## config.mk

```make
export PLATFORM = sky130hd
export DESIGN_NAME = ultrasonic_echo_ranging
export DESIGN_NICKNAME = d
export VERILOG_FILES = /design/src/design/uer_pkg.sv /design/src/design/ultrasonic_echo_ranging.sv /design/src/design/uer_cfg.sv /design/src/design/uer_core.sv
export VERILOG_INCLUDE_DIRS = /design/src /design/src/design
export SDC_FILE = /design/constraint.sdc
export NUM_CORES = 1
export LEC_CHECK = 0
export ABC_AREA = 1
export BUFFER_PORTS_ARGS = -buffer_cell sky130_fd_sc_hd__buf_2
export CORE_MARGIN = 2
export CORE_UTILIZATION = 37
export CTS_CLUSTER_SIZE = 24
export DETAILED_ROUTE_END_ITERATION = 8
export GPL_ROUTABILITY_DRIVEN = 0
export PLACE_DENSITY = 0.54
export SETUP_SLACK_MARGIN = 0.3
export SLEW_MARGIN = 10
export SYNTH_ARGS = -nofsm -noshare
export SYNTH_HDL_FRONTEND = slang
export SYNTH_HIERARCHICAL = 1
export SYNTH_SLANG_ARGS = --single-unit
export TNS_END_PERCENT = 30
```

## constraint.sdc

```tcl
create_clock -name clk_i -period 7.25 [get_ports clk_i]
set_input_delay 1.45 -clock clk_i [delete_from_list [all_inputs] [get_ports clk_i]]
set_output_delay 1.45 -clock clk_i [all_outputs]
set_load 0.05 [all_outputs]
```

## src/design/ultrasonic_echo_ranging_macros.svh

```systemverilog
// ----------------------------------------------------------------------------
// Ultrasonic echo ranging assertion macros
// Clocked concurrent checks on clk_i, with and without reset gating.
// ----------------------------------------------------------------------------
`ifndef ULTRASONIC_ECHO_RANGING_MACROS_SVH
`define ULTRASONIC_ECHO_RANGING_MACROS_SVH

`ifndef NO_ASSERTIONS
// check gated by the active-low reset
`define UER_ASSERT(lbl, prop) \
  lbl: assert property (@(posedge clk_i) disable iff (!rst_ni) (prop)) \
    else $error("ultrasonic echo ranging check failed");
// check that also holds while reset is asserted
`define UER_ASSERT_ALWAYS(lbl, prop) \
  lbl: assert property (@(posedge clk_i) (prop)) \
    else $error("ultrasonic echo ranging check failed");
`else
`define UER_ASSERT(lbl, prop)
`define UER_ASSERT_ALWAYS(lbl, prop)
`endif

`endif

```

## src/design/uer_pkg.sv

```systemverilog
// ----------------------------------------------------------------------------
// Ultrasonic echo ranging package
// Transaction types, configuration record, phase and status codes.
// ----------------------------------------------------------------------------
package uer_pkg;

  localparam int unsigned TimerW = 24;
  localparam int unsigned WidthW = 16;
  localparam int unsigned DistW  = 26;
  localparam int unsigned FailW  = 4;
  localparam int unsigned CfgIdxW  = 3;
  localparam int unsigned CfgDataW = 24;

  typedef enum logic [1:0] {
    PH_TRIG = 2'd0,
    PH_WAIT = 2'd1,
    PH_MEAS = 2'd2,
    PH_IDLE = 2'd3
  } phase_e;

  typedef enum logic [1:0] {
    ST_OK      = 2'd0,
    ST_TIMEOUT = 2'd1,
    ST_RANGE   = 2'd2,
    ST_HELD    = 2'd3
  } status_e;

  localparam logic [CfgIdxW-1:0] REG_TRIGGER_LEN  = 3'd0;
  localparam logic [CfgIdxW-1:0] REG_ECHO_TIMEOUT = 3'd1;
  localparam logic [CfgIdxW-1:0] REG_INTERVAL     = 3'd2;
  localparam logic [CfgIdxW-1:0] REG_MIN_WIDTH    = 3'd3;
  localparam logic [CfgIdxW-1:0] REG_MAX_WIDTH    = 3'd4;
  localparam logic [CfgIdxW-1:0] REG_FAIL_LIMIT   = 3'd5;
  localparam logic [CfgIdxW-1:0] REG_HALF_SPEED   = 3'd6;

  localparam logic [TimerW-1:0] TimerMax = {TimerW{1'b1}};
  localparam logic [WidthW-1:0] WidthMax = {WidthW{1'b1}};

  typedef struct packed {
    logic echo;
    logic us_tick;
  } in_t;

  typedef struct packed {
    logic             trigger;
    logic             done_res;
    status_e          status;
    logic [DistW-1:0] distance_um;
    phase_e           phase;
  } out_t;

  typedef struct packed {
    logic [7:0]       trigger_len_us;
    logic [19:0]      echo_timeout_us;
    logic [23:0]      interval_us;
    logic [15:0]      min_width_us;
    logic [15:0]      max_width_us;
    logic [FailW-1:0] fail_limit;
    logic [9:0]       half_speed;
  } cfg_t;

endpackage

```

## src/design/ultrasonic_echo_ranging.sv

```systemverilog
// ----------------------------------------------------------------------------
// Ultrasonic echo ranging controller
// Trigger, echo wait, width measure and idle sequencing with range results.
// ----------------------------------------------------------------------------
// Usage:
//   Input channel (in_valid_i / in_ready_o / in_data_i): one transaction per
//   clock sample of the echo pin, with a flag for each elapsed microsecond.
//   Output channel (out_valid_o / out_ready_i / out_data_o): exactly one
//   result per input transaction, giving trigger drive, phase, the held
//   distance and, on the reporting transaction, done_res with a status.
//   Configuration: cfg_we_i writes cfg_wdata_i into register cfg_idx_i in the
//   same cycle; write only while no transaction is in flight.
//   Latency: a result is presented the cycle after its input is accepted.
//   Throughput: one transaction per cycle while the output is not stalled; the
//   whole sample update, including the 16 x 10 width-by-speed multiply, sits
//   between the sequencer state and the single output register.
//   Stall: while the output register is full and out_ready_i is low, input is
//   refused and the result holds; when the receiver takes it, a new input is
//   accepted in the same cycle.
//   Reset: rst_ni clears the sequencer to the trigger phase, the distance and
//   fail count to zero, empties the output register and restores defaults.
// ----------------------------------------------------------------------------
`include "ultrasonic_echo_ranging_macros.svh"

module ultrasonic_echo_ranging
  import uer_pkg::*;
(
  input  logic                clk_i,
  input  logic                rst_ni,
  input  logic                in_valid_i,
  output logic                in_ready_o,
  input  in_t                 in_data_i,
  output logic                out_valid_o,
  input  logic                out_ready_i,
  output out_t                out_data_o,
  input  logic                cfg_we_i,
  input  logic [CfgIdxW-1:0]  cfg_idx_i,
  input  logic [CfgDataW-1:0] cfg_wdata_i
);

  cfg_t cfg;
  out_t res;
  out_t out_q;
  logic out_valid_q, out_valid_d;
  logic accept;

  assign in_ready_o  = !out_valid_q || out_ready_i;
  assign accept      = in_valid_i && in_ready_o;
  assign out_valid_d = accept || (out_valid_q && !out_ready_i);

  uer_cfg u_cfg (
    .clk_i       (clk_i),
    .rst_ni      (rst_ni),
    .cfg_we_i    (cfg_we_i),
    .cfg_idx_i   (cfg_idx_i),
    .cfg_wdata_i (cfg_wdata_i),
    .cfg_o       (cfg)
  );

  uer_core u_core (
    .clk_i    (clk_i),
    .rst_ni   (rst_ni),
    .accept_i (accept),
    .in_i     (in_data_i),
    .cfg_i    (cfg),
    .res_o    (res)
  );

  always_ff @(posedge clk_i or negedge rst_ni) begin
    if (!rst_ni) begin
      out_valid_q <= 1'b0;
    end else begin
      out_valid_q <= out_valid_d;
    end
  end

  always_ff @(posedge clk_i) begin
    if (accept) begin
      out_q <= res;
    end
  end

  assign out_valid_o = out_valid_q;
  assign out_data_o  = out_q;

  // status is only non-zero on a reporting transaction
  `UER_ASSERT(a_status_quiet, (out_valid_q && !out_q.done_res) |-> (out_q.status == ST_OK))
  // trigger drive follows the phase the sample was taken in
  `UER_ASSERT(a_trigger_phase, out_valid_q |-> (out_q.trigger == (out_q.phase == PH_TRIG)))
  // an empty output register never blocks the input side
  `UER_ASSERT_ALWAYS(a_ready_empty, !out_valid_q |-> in_ready_o)

endmodule

```

## src/design/uer_cfg.sv

```systemverilog
// ----------------------------------------------------------------------------
// Ultrasonic echo ranging configuration registers
// Write-only register file, one register for each of indices 0 to 6, reset to defaults.
// ----------------------------------------------------------------------------
module uer_cfg
  import uer_pkg::*;
(
  input  logic                clk_i,
  input  logic                rst_ni,
  input  logic                cfg_we_i,
  input  logic [CfgIdxW-1:0]  cfg_idx_i,
  input  logic [CfgDataW-1:0] cfg_wdata_i,
  output cfg_t                cfg_o
);

  cfg_t cfg_q, cfg_d;

  always_comb begin
    cfg_d = cfg_q;
    if (cfg_we_i) begin
      case (cfg_idx_i)
        REG_TRIGGER_LEN:  cfg_d.trigger_len_us  = cfg_wdata_i[7:0];
        REG_ECHO_TIMEOUT: cfg_d.echo_timeout_us = cfg_wdata_i[19:0];
        REG_INTERVAL:     cfg_d.interval_us     = cfg_wdata_i[23:0];
        REG_MIN_WIDTH:    cfg_d.min_width_us    = cfg_wdata_i[15:0];
        REG_MAX_WIDTH:    cfg_d.max_width_us    = cfg_wdata_i[15:0];
        REG_FAIL_LIMIT:   cfg_d.fail_limit      = cfg_wdata_i[FailW-1:0];
        REG_HALF_SPEED:   cfg_d.half_speed      = cfg_wdata_i[9:0];
        default: ; // unmapped index, ignored
      endcase
    end
  end

  always_ff @(posedge clk_i or negedge rst_ni) begin
    if (!rst_ni) begin
      cfg_q.trigger_len_us  <= 8'd10;
      cfg_q.echo_timeout_us <= 20'd100000;
      cfg_q.interval_us     <= 24'd1000000;
      cfg_q.min_width_us    <= 16'd100;
      cfg_q.max_width_us    <= 16'd20000;
      cfg_q.fail_limit      <= 4'd3;
      cfg_q.half_speed      <= 10'd170;
    end else begin
      cfg_q <= cfg_d;
    end
  end

  assign cfg_o = cfg_q;

endmodule

```

## src/design/uer_core.sv

```systemverilog
// ----------------------------------------------------------------------------
// Ultrasonic echo ranging core
// Phase sequencer, echo edge tracking, width count and distance update.
// ----------------------------------------------------------------------------
`include "ultrasonic_echo_ranging_macros.svh"

module uer_core
  import uer_pkg::*;
(
  input  logic clk_i,
  input  logic rst_ni,
  input  logic accept_i,
  input  in_t  in_i,
  input  cfg_t cfg_i,
  output out_t res_o
);

  phase_e            phase_q, phase_d;
  logic [TimerW-1:0] timer_q, timer_d;
  logic [WidthW-1:0] width_q, width_d;
  logic              rise_q, rise_d;
  logic              echo_last_q;
  logic [FailW-1:0]  fail_q, fail_d;
  logic [DistW-1:0]  dist_q, dist_d;

  logic [TimerW-1:0] t_inc;
  logic [FailW-1:0]  fail_inc;
  logic [DistW-1:0]  product;
  logic              width_ok;
  logic              falling;
  logic              done;
  status_e           status;

  assign t_inc    = (in_i.us_tick && (timer_q != TimerMax)) ? timer_q + 1'b1 : timer_q;
  assign fail_inc = fail_q + 1'b1;
  assign product  = DistW'(width_q) * DistW'(cfg_i.half_speed);
  assign width_ok = (width_q > cfg_i.min_width_us) && (width_q < cfg_i.max_width_us);

  // next state
  always_comb begin
    phase_d = phase_q;
    timer_d = t_inc;
    width_d = width_q;
    rise_d  = rise_q;
    fail_d  = fail_q;
    dist_d  = dist_q;
    falling = 1'b0;
    case (phase_q)
      PH_TRIG: begin
        if (t_inc >= TimerW'(cfg_i.trigger_len_us)) begin
          phase_d = PH_WAIT;
          timer_d = '0;
          rise_d  = 1'b0;
          width_d = '0;
        end
      end
      PH_WAIT: begin
        if (in_i.echo && !echo_last_q) begin
          rise_d  = 1'b1;
          width_d = '0;
        end
        if (rise_d && in_i.echo && in_i.us_tick && (width_d != WidthMax)) begin
          width_d = width_d + 1'b1;
        end
        falling = rise_d && !in_i.echo && echo_last_q;
        if (falling) begin
          phase_d = PH_MEAS;
          timer_d = '0;
        end else if (t_inc >= TimerW'(cfg_i.echo_timeout_us)) begin
          phase_d = PH_IDLE;
          timer_d = '0;
        end
      end
      PH_MEAS: begin
        if (width_ok) begin
          dist_d = product;
          fail_d = '0;
        end else if (fail_inc >= cfg_i.fail_limit) begin
          fail_d = '0;
        end else begin
          fail_d = fail_inc;
        end
        phase_d = PH_IDLE;
        timer_d = '0;
      end
      default: begin
        if (t_inc >= cfg_i.interval_us) begin
          phase_d = PH_TRIG;
          timer_d = '0;
        end
      end
    endcase
  end

  // outcome of this transaction
  always_comb begin
    done   = 1'b0;
    status = ST_OK;
    case (phase_q)
      PH_WAIT: begin
        if (!falling && (t_inc >= TimerW'(cfg_i.echo_timeout_us))) begin
          done   = 1'b1;
          status = ST_TIMEOUT;
        end
      end
      PH_MEAS: begin
        done = 1'b1;
        if (width_ok) begin
          status = ST_OK;
        end else if (fail_inc >= cfg_i.fail_limit) begin
          status = ST_RANGE;
        end else begin
          status = ST_HELD;
        end
      end
      default: ;
    endcase
  end

  always_ff @(posedge clk_i or negedge rst_ni) begin
    if (!rst_ni) begin
      phase_q     <= PH_TRIG;
      timer_q     <= '0;
      width_q     <= '0;
      rise_q      <= 1'b0;
      echo_last_q <= 1'b0;
      fail_q      <= '0;
      dist_q      <= '0;
    end else if (accept_i) begin
      phase_q     <= phase_d;
      timer_q     <= timer_d;
      width_q     <= width_d;
      rise_q      <= rise_d;
      echo_last_q <= in_i.echo;
      fail_q      <= fail_d;
      dist_q      <= dist_d;
    end
  end

  assign res_o.trigger     = (phase_q == PH_TRIG);
  assign res_o.done_res    = done;
  assign res_o.status      = status;
  assign res_o.distance_um = dist_d;
  assign res_o.phase       = phase_q;

  // a measure transaction always hands over to the idle interval
  `UER_ASSERT(a_meas_to_idle, (accept_i && phase_q == PH_MEAS) |=> (phase_q == PH_IDLE))
  // the fail count is cleared before it can pass the largest limit
  `UER_ASSERT(a_fail_bound, fail_q != {FailW{1'b1}})
  // the held distance moves only on a measure transaction
  `UER_ASSERT(a_dist_update, !$stable(dist_q) |-> $past(accept_i && phase_q == PH_MEAS))

endmodule

```

==> results.sh <==
export IMPL_p_sw_share_pct=38.5
export IMPL_clock_latency_ns=0.57
export IMPL_drt_iter0_drc=1133
export IMPL_grt_antenna_before_repair=0
export IMPL_final_cells=3048
export IMPL_dpl_cell_count=3002
export IMPL_cts_sinks=205
export IMPL_cts_root_buffer="clkbuf_16"
export IMPL_post_drt_via_cell_ratio=4.95
export IMPL_antenna_cells=0
export IMPL_synth_warnings=6
export IMPL_dr_pass1_iters=6
export IMPL_final_setup_skew_ns=0.0269
export IMPL_routedWlPerCell_microns=15.9
export IMPL_worstMarginPinSlew_ns=0.986
export IMPL_synth_top_cell_area_share_pct=20.1
export IMPL_r2r_setup_slack_ns=1.51
export IMPL_worstSetupEndpoint="out_data_o[27]"
export IMPL_end_kind="flip-flop"
export IMPL_cts_max_level=1
export IMPL_rows=80
export IMPL_grtUsageTotal_pct=19.9
export IMPL_syn_num_nets=2701
export IMPL_cts_buffer_depth=3
export IMPL_cp_arrival_ns=6.05
export IMPL_synth_edf_count=32
export IMPL_p_clk_share_pct=31.3
export IMPL_r2r_end="out_data_o[27]"
export IMPL_numCtsBuffers=25
export IMPL_dieHeight_microns=224
export IMPL_grt_first_pass_wirelength_microns=80500
export IMPL_final_max_slew_viol_count=0
export IMPL_p_comb_share_pct=31.4
export IMPL_cts_resized=0
export IMPL_cap_violations=0
export IMPL_power_frac_seq_pct=37.3
export IMPL_detail_route_antenna_nets=0
export IMPL_p_switching_mw=1.69
export IMPL_finalSetupViolations=0
export IMPL_grt_max_degree=82
export IMPL_overflow=0
export IMPL_post_cts_buffers=0
export IMPL_initial_core_util_pct=37.5
export IMPL_tns_ns=0
export IMPL_grt_setup_unrepaired="no"
export IMPL_slowest_stage="dfrtp_1"
export IMPL_crit_path_start="u_cfg/cfg_o[2]"
export IMPL_synth_area_sq_um=17900
export IMPL_hold_viol=0
export IMPL_ys_seq_area_share_pct=29.8
export IMPL_hold_class="flip-flop to flip-flop"
export IMPL_r2r_cells=20
export IMPL_startpoint_type="flip-flop"
export IMPL_die_w_microns=224
export IMPL_synthArstFlopShare_pct=84.4
export IMPL_peakVddDrop_uv=160
export IMPL_grt_pass1_vias=15100
export IMPL_synth_cell_types=46
export IMPL_synth_most_common_cell="nand2_1"
export IMPL_synthFlopType="dfrtp_1"
export IMPL_max_stage_delay_ns=0.82
export IMPL_p_per_area_nw_per_um2=224
export IMPL_cp_max_fo=17
export IMPL_synth_top_cells_by_area="dfrtp_1, nand2_1, fa_1"
export IMPL_drc_errors=0
export IMPL_netlist_top_cells_count="nand2_1, inv_1, nand3_1"
export IMPL_portBuffers=67
export IMPL_status="finished, final reports clean"
export IMPL_nets=2713
export IMPL_pin_count=68
export IMPL_slew_headroom_pct=34.1
export IMPL_min_period_ns=5.74
export IMPL_synth_area_per_cell_sq_um=7.45
export IMPL_synth_cells=2402
export IMPL_clkTransAtPathRegs_ns=0.06
export IMPL_core_area_sq_um=47700
export IMPL_cts_tree="yes"
export IMPL_vias=15100
export IMPL_cts_hold_buf=0
export IMPL_max_freq_ghz=0.174
export IMPL_p_leak_nw=10.9
export IMPL_synth_largest_area_cell="dfrtp_1"
export IMPL_period_share_pct=79.2
export IMPL_crit_chain="nand2_1 > fa_1 > inv_1 > fa_1 > ha_1 > fa_1 > inv_1 > fa_1 > inv_1 > ha_1 > nand2_1 > o21ai_0 > nor2_1 > o21bai_1 > nand3_1 > nand3_1 > nand2_1 > nand2_1 > nand3_1 > and2_1"
export IMPL_r2r_start="u_cfg/cfg_o[2]"
export IMPL_drt_total_wl_microns=48500
export IMPL_worstPathRequired_ns=7.56
export IMPL_dp_hpwl_microns=36200
export IMPL_drive_gt1_share_pct=7.81
export IMPL_worstSetupPathType="flip-flop to flip-flop"
export IMPL_die_area_sq_um=50100
export IMPL_area_growth_syn_to_layout_pct=9.14
export IMPL_p_int_mw=2.69
export IMPL_synth_seq_cells=205
critical path, delay by kind of cell, from the launching register on:
kind / cells / cell delay, ns
adder cells (fa/ha/maj): 6 / 2.74
AND/OR/NAND/NOR: 9 / 1.11
flip-flops: 1 / 0.82
AO/OA/AOI/OAI: 2 / 0.67
buffers and inverters: 3 / 0.15
stage by stage:
| step | area, sq um | hold slack [ns] | util [%] | power (mW) | setup slack, ns |
|---|---|---|---|---|---|
| finish | 19500 | 0.465 | 40.9 | 4.38 | 1.51 |
| global route | 19500 | 0.480 | 40.9 | 4.70 | 1.14 |
| CTS | 19500 | 0.465 | 40.9 | 4.43 | 1.54 |
| detailed placement | 18600 | 0.455 | 39.0 | 3.03 | 1.57 |
| global placement | 18600 | 0.453 | 39.0 | 2.99 | 1.58 |
| floorplan | 17900 | 0.442 | - | 2.63 | 1.83 |
flip-flops by register name, indices dropped and copies added (netlist names):
register / count
out_data_o: 32
out_valid_o: 1
u_cfg/cfg_o: 98
u_core/dist_q: 26
u_core/echo_last_q: 1
u_core/fail_q: 4
u_core/phase_q: 2
u_core/rise_q: 1
u_core/timer_q: 24
u_core/width_q: 16
cells in the final DEF, fill, tap and decap left out, types with 57 or more instances in the layout:
cell	count
inv_1	429
ha_1	155
o21ai_0	57
nand2_1	805
nor2_1	104
fa_1	110
buf_2	66
dfrtp_1	144
a21oi_1	66
nand3_1	169
worst min-delay path by stage:
stage	startpoint	to	slack [ns]	cells after the start
after detailed placement	u_cfg/cfg_o[93]	u_cfg/cfg_o[93]	0.46	2
after global placement	u_cfg/cfg_o[91]	u_cfg/cfg_o[91]	0.45	2
after floorplan	u_cfg/cfg_o[15]	u_cfg/cfg_o[15]	0.44	2
after global routing	u_cfg/cfg_o[77]	u_cfg/cfg_o[77]	0.48	2
final	u_cfg/cfg_o[93]	u_cfg/cfg_o[93]	0.46	2
after CTS	u_cfg/cfg_o[93]	u_cfg/cfg_o[93]	0.46	2
layer usage:
metal / vias to the layer above / part of all wire (%) / global-route usage, %
met5: - / 0 / 0
met2: 365 / 45 / 32.2
met4: 0 / 1.8 / 4.22
li1: 7460 / - / -
met1: 7209 / 49 / 28.7
met3: 58 / 4.9 / 2.16
cell families after synthesis:
logic type	count (synthesis)	synth area share [%]
and+or+nand+nor	1195	28.3
buffers and inverters	525	11.7
adders and majority gates	265	23.1
DFF	205	29.8
AOI/OAI and AO/OA	172	5.20
xor gates and xnor gates	39	1.91
muxes	1	0.0559
power by group through the flow:
stage / clock (mW) / combinational [mW] / sequential, mW
final: 1.37 / 1.38 / 1.63
after global placement: 0 / 1.34 / 1.65
after floorplan: 0 / 1.01 / 1.62
after CTS: 1.41 / 1.38 / 1.64
after detailed placement: 0 / 1.37 / 1.66
after global routing: 1.45 / 1.58 / 1.67
cell type report:
class,count,area (sq um)
sequential,205,5330
timing repair buffer,76,409
clock inverter,9,163
clock buffer,37,732
multi-input combinational,1672,10500
inverter,434,1630
tap,615,769
fill,4915,28200
No activity file was read; power rests on OpenSTA's default activity.
